### config.mk
export PLATFORM = sky130hd
export DESIGN_NAME = first_fit_heap_allocator_top
export DESIGN_NICKNAME = d
export VERILOG_FILES = /design/src/hw/rtl/ffha_pkg.sv /design/src/hw/rtl/ffha_ram.sv /design/src/hw/rtl/first_fit_heap_allocator_top.sv
export VERILOG_INCLUDE_DIRS = /design/src /design/src/hw/rtl
export SDC_FILE = /design/constraint.sdc
export NUM_CORES = 1
export LEC_CHECK = 0
export BUFFER_PORTS_ARGS = -buffer_cell sky130_fd_sc_hd__buf_2
export CAP_MARGIN = 20
export CORE_MARGIN = 2
export CORE_UTILIZATION = 30
export DETAILED_ROUTE_END_ITERATION = 12
export HOLD_SLACK_MARGIN = 0.12
export PLACE_DENSITY = 0.49
export REMOVE_ABC_BUFFERS = 1
export SLEW_MARGIN = 20
export SYNTH_ARGS = -nofsm -noshare
export SYNTH_HDL_FRONTEND = slang
export SYNTH_SLANG_ARGS = --single-unit
### constraint.sdc
create_clock -name clk_i -period 6.8 [get_ports clk_i]
set_clock_uncertainty 0.05 [all_clocks]
set_input_delay 2.04 -clock clk_i [delete_from_list [all_inputs] [get_ports clk_i]]
set_output_delay 2.04 -clock clk_i [all_outputs]
set_load 0.05 [all_outputs]
### src/hw/rtl/first_fit_heap_allocator_top_assert.svh
// Assertion macros for the first-fit heap allocator.
`ifndef FIRST_FIT_HEAP_ALLOCATOR_TOP_ASSERT_SVH
`define FIRST_FIT_HEAP_ALLOCATOR_TOP_ASSERT_SVH

// Implication in the same cycle.
`define FFHA_ASSERT_IMP(label, ante, cons, msg) \
  label: assert property (@(posedge clk_i) disable iff (!rst_ni) (ante) |-> (cons)) \
    else $error(msg);

// Implication in the next cycle.
`define FFHA_ASSERT_NXT(label, ante, cons, msg) \
  label: assert property (@(posedge clk_i) disable iff (!rst_ni) (ante) |=> (cons)) \
    else $error(msg);

`endif

### src/hw/rtl/ffha_pkg.sv
// Shared constants and types of the first-fit heap allocator.
package ffha_pkg;

  localparam int unsigned HEAP_BYTES_DEF  = 1024;
  localparam int unsigned ALIGN_BYTES_DEF = 16;
  localparam int unsigned MAX_BLOCKS_DEF  = 64;
  localparam int unsigned FIELD_W         = 10;

  typedef enum logic [2:0] {
    ST_IDLE,
    ST_EVAL,
    ST_SPLIT,
    ST_MERGE,
    ST_DONE
  } state_e;

  typedef enum logic {
    KIND_ALLOC = 1'b0,
    KIND_FREE  = 1'b1
  } kind_e;

endpackage

### src/hw/rtl/ffha_ram.sv
// Generic single-write, single-read RAM with registered read data.
module ffha_ram #(
  parameter int unsigned WIDTH = 8,
  parameter int unsigned DEPTH = 64
) (
  input  logic                     clk_i,
  input  logic                     we_i,
  input  logic [$clog2(DEPTH)-1:0] waddr_i,
  input  logic [WIDTH-1:0]         wdata_i,
  input  logic                     re_i,
  input  logic [$clog2(DEPTH)-1:0] raddr_i,
  output logic [WIDTH-1:0]         rdata_o
);

  logic [WIDTH-1:0] mem_q [DEPTH];
  logic [WIDTH-1:0] rdata_q;

  always_ff @(posedge clk_i) begin
    if (we_i) begin
      mem_q[waddr_i] <= wdata_i;
    end
    if (re_i) begin
      rdata_q <= mem_q[raddr_i];
    end
  end

  assign rdata_o = rdata_q;

endmodule

### src/hw/rtl/first_fit_heap_allocator_top.sv
// Top level of the first-fit heap allocator with split and coalesce.
//
// Input channel (in_valid_i/in_ready_o) takes one request word: kind_i selects
// allocate or free, request_size_i is the allocate size in bytes, address_i the
// payload offset to release. Output channel (out_valid_o/out_ready_i) returns
// one word per request: ok_o and payload_offset_o.
// The heap is a chain of blocks kept in one RAM indexed by granule, one entry
// per header: busy flag and payload length in granules. A request walks the
// chain from granule 0, one header per cycle through the RAM read port.
// After acceptance an allocate walks the headers and, if the block is split,
// writes the header of the split-off free block; a free walks the headers and,
// when the block is found, merges it with its free neighbours. Each request then
// passes the done state. A walk visits at most MAX_BLOCKS headers.
// A finished word sits in the output register; the next request is taken while
// it waits. If the receiver stalls, a second finished word waits in the done
// state until the register drains.
// Reset leaves one free block at granule 0 spanning the heap; granule 0 reads
// its reset value until first written, so no clearing pass is needed.
`include "first_fit_heap_allocator_top_assert.svh"

module first_fit_heap_allocator_top #(
  parameter int unsigned HEAP_BYTES  = ffha_pkg::HEAP_BYTES_DEF,
  parameter int unsigned ALIGN_BYTES = ffha_pkg::ALIGN_BYTES_DEF,
  parameter int unsigned MAX_BLOCKS  = ffha_pkg::MAX_BLOCKS_DEF
) (
  input  logic                         clk_i,
  input  logic                         rst_ni,
  input  logic                         in_valid_i,
  output logic                         in_ready_o,
  input  logic                         kind_i,
  input  logic [ffha_pkg::FIELD_W-1:0] request_size_i,
  input  logic [ffha_pkg::FIELD_W-1:0] address_i,
  output logic                         out_valid_o,
  input  logic                         out_ready_i,
  output logic                         ok_o,
  output logic [ffha_pkg::FIELD_W-1:0] payload_offset_o
);

  localparam int unsigned GRANULES = HEAP_BYTES / ALIGN_BYTES;
  localparam int unsigned GW       = $clog2(GRANULES);
  localparam int unsigned AL       = $clog2(ALIGN_BYTES);
  localparam int unsigned CW       = ((GW > ffha_pkg::FIELD_W) ? GW : ffha_pkg::FIELD_W) + 2;
  localparam int unsigned OW       = ($clog2(HEAP_BYTES) + 1 > ffha_pkg::FIELD_W) ?
                                     $clog2(HEAP_BYTES) + 1 : ffha_pkg::FIELD_W;
  localparam int unsigned SW       = $clog2(MAX_BLOCKS + 1);
  localparam int unsigned MW       = GW + 1;

  ffha_pkg::state_e state_q, state_d;

  logic [GW-1:0]  g_q, g_d;
  logic [SW-1:0]  step_q, step_d;
  logic           kind_q, kind_d;
  logic [CW-1:0]  pg_q, pg_d;
  logic [ffha_pkg::FIELD_W-1:0] addr_q, addr_d;
  logic [GW-1:0]  prev_q, prev_d;
  logic [GW-1:0]  prev_cnt_q, prev_cnt_d;
  logic           prev_busy_q, prev_busy_d;
  logic           have_prev_q, have_prev_d;
  logic [GW-1:0]  cnt_q, cnt_d;
  logic           nx_in_q, nx_in_d;
  logic [GW-1:0]  ng_q, ng_d;
  logic [GW-1:0]  split_cnt_q, split_cnt_d;
  logic           res_ok_q, res_ok_d;
  logic [ffha_pkg::FIELD_W-1:0] res_off_q, res_off_d;
  logic           out_valid_q, out_valid_d;
  logic           out_ok_q, out_ok_d;
  logic [ffha_pkg::FIELD_W-1:0] out_off_q, out_off_d;
  logic           init_q, init_d;
  logic           rd0_q, rd0_d;

  logic           re, we;
  logic [GW-1:0]  raddr, waddr;
  logic [MW-1:0]  wdata, ram_rdata, rdata;

  logic           r_busy;
  logic [CW-1:0]  r_cnt, nx, gp1, split_cnt, newc;
  logic [OW-1:0]  off;
  logic           fit, split, match, nx_ok, nxf;

  ffha_ram #(
    .WIDTH (MW),
    .DEPTH (GRANULES)
  ) u_ram (
    .clk_i   (clk_i),
    .we_i    (we),
    .waddr_i (waddr),
    .wdata_i (wdata),
    .re_i    (re),
    .raddr_i (raddr),
    .rdata_o (ram_rdata)
  );

  // granule 0 holds the whole heap until its entry is first written
  assign rdata  = (init_q && rd0_q) ? {1'b0, GW'(GRANULES - 1)} : ram_rdata;
  assign r_busy = rdata[GW];
  assign r_cnt  = CW'(rdata[GW-1:0]);
  assign gp1    = CW'(g_q) + CW'(1);
  assign nx     = gp1 + r_cnt;
  assign off    = OW'(gp1) << AL;
  assign fit    = !r_busy && (r_cnt >= pg_q);
  assign split  = (r_cnt >= pg_q + CW'(2)) && (gp1 + pg_q < CW'(GRANULES));
  assign split_cnt = r_cnt - pg_q - CW'(1);
  assign match  = (off == OW'(addr_q));
  assign nx_ok  = (nx < CW'(GRANULES)) && (CW'(step_q) + CW'(1) < CW'(MAX_BLOCKS));
  assign nxf    = nx_in_q && !r_busy;
  assign newc   = CW'(cnt_q) + (nxf ? (CW'(1) + r_cnt) : CW'(0));

  always_comb begin
    state_d     = state_q;
    g_d         = g_q;
    step_d      = step_q;
    kind_d      = kind_q;
    pg_d        = pg_q;
    addr_d      = addr_q;
    prev_d      = prev_q;
    prev_cnt_d  = prev_cnt_q;
    prev_busy_d = prev_busy_q;
    have_prev_d = have_prev_q;
    cnt_d       = cnt_q;
    nx_in_d     = nx_in_q;
    ng_d        = ng_q;
    split_cnt_d = split_cnt_q;
    res_ok_d    = res_ok_q;
    res_off_d   = res_off_q;
    out_valid_d = out_valid_q;
    out_ok_d    = out_ok_q;
    out_off_d   = out_off_q;
    in_ready_o  = 1'b0;
    re          = 1'b0;
    raddr       = '0;
    we          = 1'b0;
    waddr       = '0;
    wdata       = '0;

    if (out_valid_q && out_ready_i) begin
      out_valid_d = 1'b0;
    end

    unique case (state_q)
      ffha_pkg::ST_IDLE: begin
        in_ready_o = 1'b1;
        if (in_valid_i) begin
          kind_d      = kind_i;
          pg_d        = (CW'(request_size_i) + CW'(ALIGN_BYTES - 1)) >> AL;
          addr_d      = address_i;
          g_d         = '0;
          step_d      = '0;
          have_prev_d = 1'b0;
          re          = 1'b1;
          raddr       = '0;
          state_d     = ffha_pkg::ST_EVAL;
        end
      end
      ffha_pkg::ST_EVAL: begin
        if (kind_q == ffha_pkg::KIND_ALLOC && fit) begin
          we        = 1'b1;
          waddr     = g_q;
          wdata     = {1'b1, split ? GW'(pg_q) : GW'(r_cnt)};
          res_ok_d  = 1'b1;
          res_off_d = off[ffha_pkg::FIELD_W-1:0];
          ng_d        = GW'(gp1 + pg_q);
          split_cnt_d = GW'(split_cnt);
          state_d   = split ? ffha_pkg::ST_SPLIT : ffha_pkg::ST_DONE;
        end else if (kind_q == ffha_pkg::KIND_FREE && match) begin
          cnt_d     = GW'(r_cnt);
          nx_in_d   = (nx < CW'(GRANULES));
          re        = 1'b1;
          raddr     = GW'(nx);
          res_ok_d  = 1'b1;
          res_off_d = '0;
          state_d   = ffha_pkg::ST_MERGE;
        end else begin
          prev_d      = g_q;
          prev_busy_d = r_busy;
          prev_cnt_d  = GW'(r_cnt);
          have_prev_d = 1'b1;
          if (nx_ok) begin
            re     = 1'b1;
            raddr  = GW'(nx);
            g_d    = GW'(nx);
            step_d = step_q + SW'(1);
          end else begin
            res_ok_d  = 1'b0;
            res_off_d = '0;
            state_d   = ffha_pkg::ST_DONE;
          end
        end
      end
      ffha_pkg::ST_SPLIT: begin
        // new free block header right after the granted payload
        we      = 1'b1;
        waddr   = ng_q;
        wdata   = {1'b0, split_cnt_q};
        state_d = ffha_pkg::ST_DONE;
      end
      ffha_pkg::ST_MERGE: begin
        we = 1'b1;
        if (have_prev_q && !prev_busy_q) begin
          waddr = prev_q;
          wdata = {1'b0, GW'(CW'(prev_cnt_q) + CW'(1) + newc)};
        end else begin
          waddr = g_q;
          wdata = {1'b0, GW'(newc)};
        end
        state_d = ffha_pkg::ST_DONE;
      end
      ffha_pkg::ST_DONE: begin
        if (!out_valid_q || out_ready_i) begin
          out_valid_d = 1'b1;
          out_ok_d    = res_ok_q;
          out_off_d   = res_off_q;
          state_d     = ffha_pkg::ST_IDLE;
        end
      end
      default: state_d = ffha_pkg::ST_IDLE;
    endcase

    init_d = init_q && !(we && waddr == '0);
    rd0_d  = re ? (raddr == '0) : rd0_q;
  end

  always_ff @(posedge clk_i or negedge rst_ni) begin
    if (!rst_ni) begin
      state_q     <= ffha_pkg::ST_IDLE;
      out_valid_q <= 1'b0;
      init_q      <= 1'b1;
      rd0_q       <= 1'b0;
      have_prev_q <= 1'b0;
      step_q      <= '0;
    end else begin
      state_q     <= state_d;
      out_valid_q <= out_valid_d;
      init_q      <= init_d;
      rd0_q       <= rd0_d;
      have_prev_q <= have_prev_d;
      step_q      <= step_d;
    end
  end

  always_ff @(posedge clk_i) begin
    g_q         <= g_d;
    kind_q      <= kind_d;
    pg_q        <= pg_d;
    addr_q      <= addr_d;
    prev_q      <= prev_d;
    prev_cnt_q  <= prev_cnt_d;
    prev_busy_q <= prev_busy_d;
    cnt_q       <= cnt_d;
    nx_in_q     <= nx_in_d;
    ng_q        <= ng_d;
    split_cnt_q <= split_cnt_d;
    res_ok_q    <= res_ok_d;
    res_off_q   <= res_off_d;
    out_ok_q    <= out_ok_d;
    out_off_q   <= out_off_d;
  end

  assign out_valid_o      = out_valid_q;
  assign ok_o             = out_ok_q;
  assign payload_offset_o = out_off_q;

  `FFHA_ASSERT_IMP(a_no_write_idle, we, state_q != ffha_pkg::ST_IDLE,
                   "heap RAM written while idle")
  `FFHA_ASSERT_NXT(a_accept_to_eval, in_valid_i && in_ready_o, state_q == ffha_pkg::ST_EVAL,
                   "accepted word did not start a walk")
  `FFHA_ASSERT_IMP(a_walk_bound, state_q == ffha_pkg::ST_EVAL, step_q < SW'(MAX_BLOCKS),
                   "chain walk exceeded block limit")
  `FFHA_ASSERT_IMP(a_done_fill, state_q == ffha_pkg::ST_DONE && !out_valid_q,
                   state_d == ffha_pkg::ST_IDLE, "done state failed to load empty output")

endmodule
== Word level (Yosys, flattened, before mapping) ==
Memories as Yosys holds them, arrays and structs flattened. A register that Yosys moved wholly into a read port is not among the register bits.
Index checks and enable logic that the tools add are counted.

* Memories: 1
* Register bits after elaboration: 84
* Word-level logic and storage cells: 137
* Input port bits: 25
* Output and inout bits: 13
* Memory bits (writable): 448

* Add/sub/neg operators: 13
* Equality and inequality tests: 12
* Reduce and logical (&&, ||, !) cells: 31
* Mux-type cells: 51
* Bitwise operators: 3
* Magnitude comparators: 5

{| class="wikitable"
|+ Memory list
! memory !! words !! bits a word !! rd ports !! clocked after memory_dff !! wr ports !! line !! RTL
|-
| u_ram.mem_q || 64 || 7 || 1 || 1 || 1 || ffha_ram.sv:15 || <nowiki>logic [WIDTH-1:0] mem_q [DEPTH];</nowiki>
|}

{| class="wikitable"
|+ Operators by type and width
! kind !! count
|-
| 6-bit two-way mux || 13
|-
| 7-bit two-way mux || 6
|-
| 10-bit two-way mux || 3
|-
| 7-bit one-hot mux with 3 select lines || 1
|-
| 3-bit two-way mux || 6
|-
| 6-bit one-hot mux with 3 select lines || 1
|-
| 8-bit by 7-bit < comparator with 1-bit output (second input constant) || 2
|-
| 1-bit two-way mux || 15
|-
| 7-bit one-hot mux with 2 select lines || 1
|-
| 6-bit adder || 2
|-
| 6-bit zero test || 2
|-
| 12-bit by 7-bit < comparator with 1-bit output (second input constant) || 1
|-
| 3-bit one-hot mux with 4 select lines || 1
|-
| 6-bit one-hot mux with 2 select lines || 1
|-
| 10-bit by 4-bit adder with 11-bit output (second input constant) || 1
|-
| 11-bit by 10-bit equality test with 1-bit output || 1
|-
| 1-bit logical AND || 11
|-
| 2-bit != test (second input constant) || 5
|-
| 6-bit by 9-bit greater-or-equal comparator with 1-bit output || 1
|-
| 3-bit AND reduction || 3
|-
| 7-bit by 1-bit adder with 8-bit output (second input constant) || 1
|-
| 7-bit by 2-bit adder with 8-bit output (second input constant) || 1
|-
| 7-bit by 6-bit adder with 8-bit output || 1
|-
| 7-bit by 7-bit adder with 8-bit output || 1
|-
| 22 further kinds || 34
|}

== Depth between registers and ports, before layout ==
* Word-level depth: 11
* Gate-level depth with buffers: 19
* Gate-level depth less buffers: 18

== By module ==
From an unflattened synthesis, not the netlist that was laid out.

* Cells, all modules: 1303
* Area, all modules: 22881.9 µm²

{| class="wikitable"
|+ By module, submodules not included
! module !! area each (µm²) !! times used !! cells an instance !! seq. area each (µm²)
|-
| ffha_ram || 17705.7 || 1 || 827 || 13663.1
|-
| first_fit_heap_allocator_top || 5176.2 || 1 || 476 || 2453.6
|}

== Least setup slack after synthesis ==
No wires, ideal clock.

* Path kind: reg2reg
* From: reg g_q[0]
* To: mem u_ram.mem_q[0][4] in the netlist's numbering (data pin)
* Library setup time: 0.702 ns
* Arrival: 5.092 ns
* Path slack: 0.956 ns
* Data required time: 6.048 ns
* Period minus slack after synthesis: 5.844 ns
* Path buffers: 1
* Cell stages (with the launch flop): 13
* Cell sequence: edfxtp_1 > ha_1 > fa_1 > a21o_1 > a21oi_1 > nor2b_1 > o21a_1 > o22ai_1 > o2111ai_1 > clkbuf_1 > nand2_1 > o21ai_0 > o21ai_0

* Cells in the longest elaborated chain, start to end: 7

{| class="wikitable"
|+ RTL lines
! item !! line !! RTL
|-
| from (decl) || first_fit_heap_allocator_top.sv:50 || <nowiki>logic [GW-1:0] g_q, g_d;</nowiki>
|-
| from (signal assigned) || first_fit_heap_allocator_top.sv:241 || <nowiki>g_q <= g_d;</nowiki>
|-
| 6-bit by 1-bit adder with 7-bit output || first_fit_heap_allocator_top.sv:97 || <nowiki>assign gp1 = CW'(g_q) + CW'(1);</nowiki>
|-
| via gp1[1] || first_fit_heap_allocator_top.sv:76 || <nowiki>logic [CW-1:0] r_cnt, nx, gp1, split_cnt, newc;</nowiki>
|-
| 7-bit by 7-bit adder with 8-bit output || n/a ||
|-
| 12-bit by 7-bit < comparator with 1-bit output || first_fit_heap_allocator_top.sv:101 || <nowiki>assign split = (r_cnt >= pg_q + CW'(2)) && (gp1 + pg_q < CW'(GRANULES));</nowiki>
|-
| 1-bit logical AND || first_fit_heap_allocator_top.sv:101 ||
|-
| 6-bit two-way mux || first_fit_heap_allocator_top.sv:158 || <nowiki>wdata = {1'b1, split ? GW'(pg_q) : GW'(r_cnt)};</nowiki>
|-
| 7-bit two-way mux || first_fit_heap_allocator_top.sv:155 || <nowiki>if (kind_q == ffha_pkg::KIND_ALLOC && fit) begin</nowiki>
|-
| 7-bit one-hot mux with 3 select lines || first_fit_heap_allocator_top.sv:139 || <nowiki>unique case (state_q)</nowiki>
|-
| via u_ram.wdata_i[4] || ffha_ram.sv:9 || <nowiki>input logic [WIDTH-1:0] wdata_i,</nowiki>
|-
| to (decl) || ffha_ram.sv:15 ||
|}

The timed path passes the listed nets, and every way through them passes these cells.

== Final worst setup path ==
* From: reg init_q
* To: reg u_ram.rdata_q[1] (netlist: u_ram.rdata_o[1]), read port of u_ram.mem_q (data pin)

* Cells in the longest elaborated chain, start to end: 9
* Elaborated cells between the ends (all ways): 17
* Those cells by class: add/sub (1); order compare (2); mux (9); reduce/logical (5)

{| class="wikitable"
|+ RTL lines
! item !! line !! RTL
|-
| from (decl) || first_fit_heap_allocator_top.sv:68 || <nowiki>logic init_q, init_d;</nowiki>
|-
| from (signal assigned) || first_fit_heap_allocator_top.sv:233 || <nowiki>init_q <= init_d;</nowiki>
|-
| 1-bit logical AND (*) || first_fit_heap_allocator_top.sv:94 || <nowiki>assign rdata = (init_q && rd0_q) ? {1'b0, GW'(GRANULES - 1)} : ram_rdata;</nowiki>
|-
| 7-bit two-way mux (*) || first_fit_heap_allocator_top.sv:94 ||
|-
| via rdata[0] || first_fit_heap_allocator_top.sv:73 || <nowiki>logic [MW-1:0] wdata, ram_rdata, rdata;</nowiki>
|-
| 7-bit by 6-bit adder with 8-bit output || first_fit_heap_allocator_top.sv:98 || <nowiki>assign nx = gp1 + r_cnt;</nowiki>
|-
| 8-bit by 7-bit < comparator with 1-bit output || first_fit_heap_allocator_top.sv:104 || <nowiki>assign nx_ok = (nx < CW'(GRANULES)) && (CW'(step_q) + CW'(1) < CW'(MAX_BLOCKS));</nowiki>
|-
| 1-bit logical AND || first_fit_heap_allocator_top.sv:104 ||
|-
| 1-bit two-way mux / 6-bit two-way mux (equally long branches) || first_fit_heap_allocator_top.sv:177 || <nowiki>if (nx_ok) begin</nowiki>
|-
| 1-bit two-way mux / 6-bit two-way mux (equally long branches) || first_fit_heap_allocator_top.sv:164 || <nowiki>end else if (kind_q == ffha_pkg::KIND_FREE && match) begin</nowiki>
|-
| 1-bit two-way mux / 6-bit two-way mux (equally long branches) || first_fit_heap_allocator_top.sv:155 ||
|-
| 1-bit one-hot mux with 2 select lines / 6-bit two-way mux (equally long branches) || n/a ||
|-
| to (decl) || ffha_ram.sv:16 || <nowiki>logic [WIDTH-1:0] rdata_q;</nowiki>
|}

The timed path passes the listed nets; every way through them passes the cells marked *.
A chain may end at the register's enable or synchronous reset.

==> metrics.txt <==
drt first pass iters 5; unrepaired setup endpoints after global routing false; endpoints failing setup 0; number of top-level pins 38; Leak 8.95 nW; pin count of the biggest net entering global routing 65; Core ar. 76,200 sq um; endpoints failing hold 0; fin. max-slew vios 0; Post-synth EDFFs 525; worst-path maximum fanout 41; Worst-Skew Late Latency 630 ps; FF+latch count, synth 539; Die H 282 um; most common flop cell mapped by yosys edfxtp_1; I/O Buffers 33; Fill cells 7,414; share of cells above drive strength 1 11.4%; Max Cap Viol 0; gr ovfl total 0; CTS buffer count 55; hpwl dp 44.2 mm; Pwr Density 508 nW/um^2; first-pass GRT wire length 101 mm; Detail Route Antenna Nets 0; Critical Path End Type register; Syn Area/Cell 13.3 sq um; Pwr Total 13.5 mW; Yosys top cell by area edfxtp_1; clock slew seen by the registers of the worst setup and hold paths 60 ps; FF/Latch Area 16,100 sq um; relative slew slack 25.8%; buffer depth of the longest clock path 3; Die X 282 um; fin nets 1,866; period utilization 84.2%; number of synthesis warnings 0; vias per cell 5.13; post-CTS resize count 0; # rows 101; worst endpoint data arrival time 5990 ps; status completed; area share of the largest cell type after synthesis 68.1%; Hold Crit Class reg2reg; Yosys cell types 77; Fmax achieved 175 MHz; clock sinks 539; post-synthesis sequential area ratio 69.6%; critical path class reg2reg; worst slew pin tran 1110 ps; n_diodes 0; GRT Overall Usage 17.2%; initial antenna violation count 0; critical path startpoint category register; commonest non-fill, non-tap cell in the layout edfxtp_1; WL final 68.4 mm; area of the multi-input gates 6630 sq um; minimum clock period 5720 ps; Final Wtd Congestion 0.854; DRT iter0 DRCs 1,468; Starting Density 30.4%; post-CTS setup buffer count 0; Peak VDD IR 0.394 mV; Layout area overhead 15.0%; most frequent cells in the layout edfxtp_1, nand2_1, nor2_1, a21oi_1, clkbuf_16; DRC viols 0; hold_buf cts 0; DR vias 14,741; die footprint 79,500 sq um; CTS Root Cell clkbuf_16; post-layout util 35.0%; main area contributors after synthesis edfxtp_1, nand2_1, nor2_1; # H-tree levels 2; required time worst endpoint 7070 ps; cell area after synthesis 23,200 sq um; Routed WL per cell 23.8 um; CTS tree built; Synth Instances 1,743; vias in the first global route 14,797; async set or reset register ratio after synthesis 2.60%
## power by group
part           leakage, nW  switching (mW)  total (mW)  internal [mW]
Sequential            4.60           0.130        4.10           3.97
Combinational         3.38            4.25        6.09           1.84
Clock                0.962            1.32        3.33           2.01
## through the flow
step / setup TNS, ps / instance area, sq um / hold slack, ps / std cells / worst slack, ps
2_1_floorplan: -11300 / 22800 / 350 / 1669 / -1940
3_3_place_gp: 0 / 24600 / 352 / 2770 / 1300
5_1_grt: 0 / 26600 / 376 / 2873 / 767
3_5_place_dp: 0 / 24600 / 355 / 2770 / 1180
4_1_cts: 0 / 26600 / 368 / 2873 / 1150
6_report: 0 / 26600 / 367 / 2873 / 1080
## registers in the layout (all words and copies together) (netlist names), 3 cells and up
register          count
step_q                7
prev_cnt_q            6
payload_offset_o      6
ng_q                  6
split_cnt_q           6
addr_q               10
prev_q                6
u_ram.mem_q         448
g_q                   6
res_off_q             6
cnt_q                 6
pg_q                  7
u_ram.rdata_o         7
state_q               3
## cell families after synthesis
| group | count (synthesis) | synth area share (%) |
|---|---|---|
| and+or+nand+nor | 620 | 11.4 |
| DFF | 539 | 69.6 |
| AOI/OAI and AO/OA | 328 | 9.85 |
| buffers and inverters | 117 | 2.26 |
| muxes | 49 | 2.64 |
| xor gates and xnor gates | 45 | 1.76 |
| adders and majority gates | 44 | 2.54 |
| other | 1 | 0.0162 |
## critical path, stage by stage (launching register included)
cell and delay (ps):
dfstp_2 540, and2_1 200, nor2_1 80, inv_1 230
ha_1 270, inv_1 70, fa_1 400, nor2b_1 230
o31ai_1 160, a2111oi_4 390, o21ai_2 150, o21a_4 420
nor2_2 560, buf_4 350, buf_4 210, and3_1 170
a311oi_1 70, nor4_1 600, o2111ai_1 230
## routing by layer
metal | up-vias | global-route usage, % | routed length (um)
li1 | 6635 | - | -
met5 | - | 0 | 0
met4 | 0 | 5.41 | 1970
met1 | 7432 | 23.9 | 30000
met3 | 115 | 2.98 | 4810
met2 | 559 | 27.5 | 31600
## area by class of cell
type / instances / area share (%)
well taps: 1030 / 4.84
flip-flops and latches: 539 / 60.5
clock inverters: 39 / 2.12
repair buffers: 71 / 1.69
clock buffers: 64 / 5.37
inverters: 40 / 0.564
multi-input cells: 1090 / 24.9
## path summary, 6_finish.rpt
| check | start | end | slack [ps] | cells past startpoint |
|---|---|---|---|---|
| worst max-delay path | init_q | u_ram.rdata_o[1] | 1080 | 18 |
| worst max register to register | init_q | u_ram.rdata_o[1] | 1080 | 18 |
| worst min-delay path | res_off_q[5] | payload_offset_o[5] | 370 | 0 |
| max in group asynchronous | rst_ni | init_q | 5090 | 1 |
| min in group asynchronous | rst_ni | rd0_q | 1300 | 1 |
| worst min register to register | res_off_q[5] | payload_offset_o[5] | 370 | 0 |
## Yosys cell counts, drive strengths merged (8+ instances only)
cell type / count
nor2b: 12
xor2: 12
nor4: 11
inv: 37
nor2: 162
xnor2: 32
nor3: 23
a21oi: 88
a221oi: 17
ha: 39
o211ai: 8
a311oi: 11
o21ai: 49
clkbuf: 25
a211oi: 19
edfxtp: 525
a21o: 16
mux4: 9
and3: 15
nand2: 317
mux2i: 33
nand2b: 8
nand3: 50
o22ai: 12
buf: 52
a31oi: 34
dfrtp: 13
Note: power is estimated with default switching activity, not from simulation.
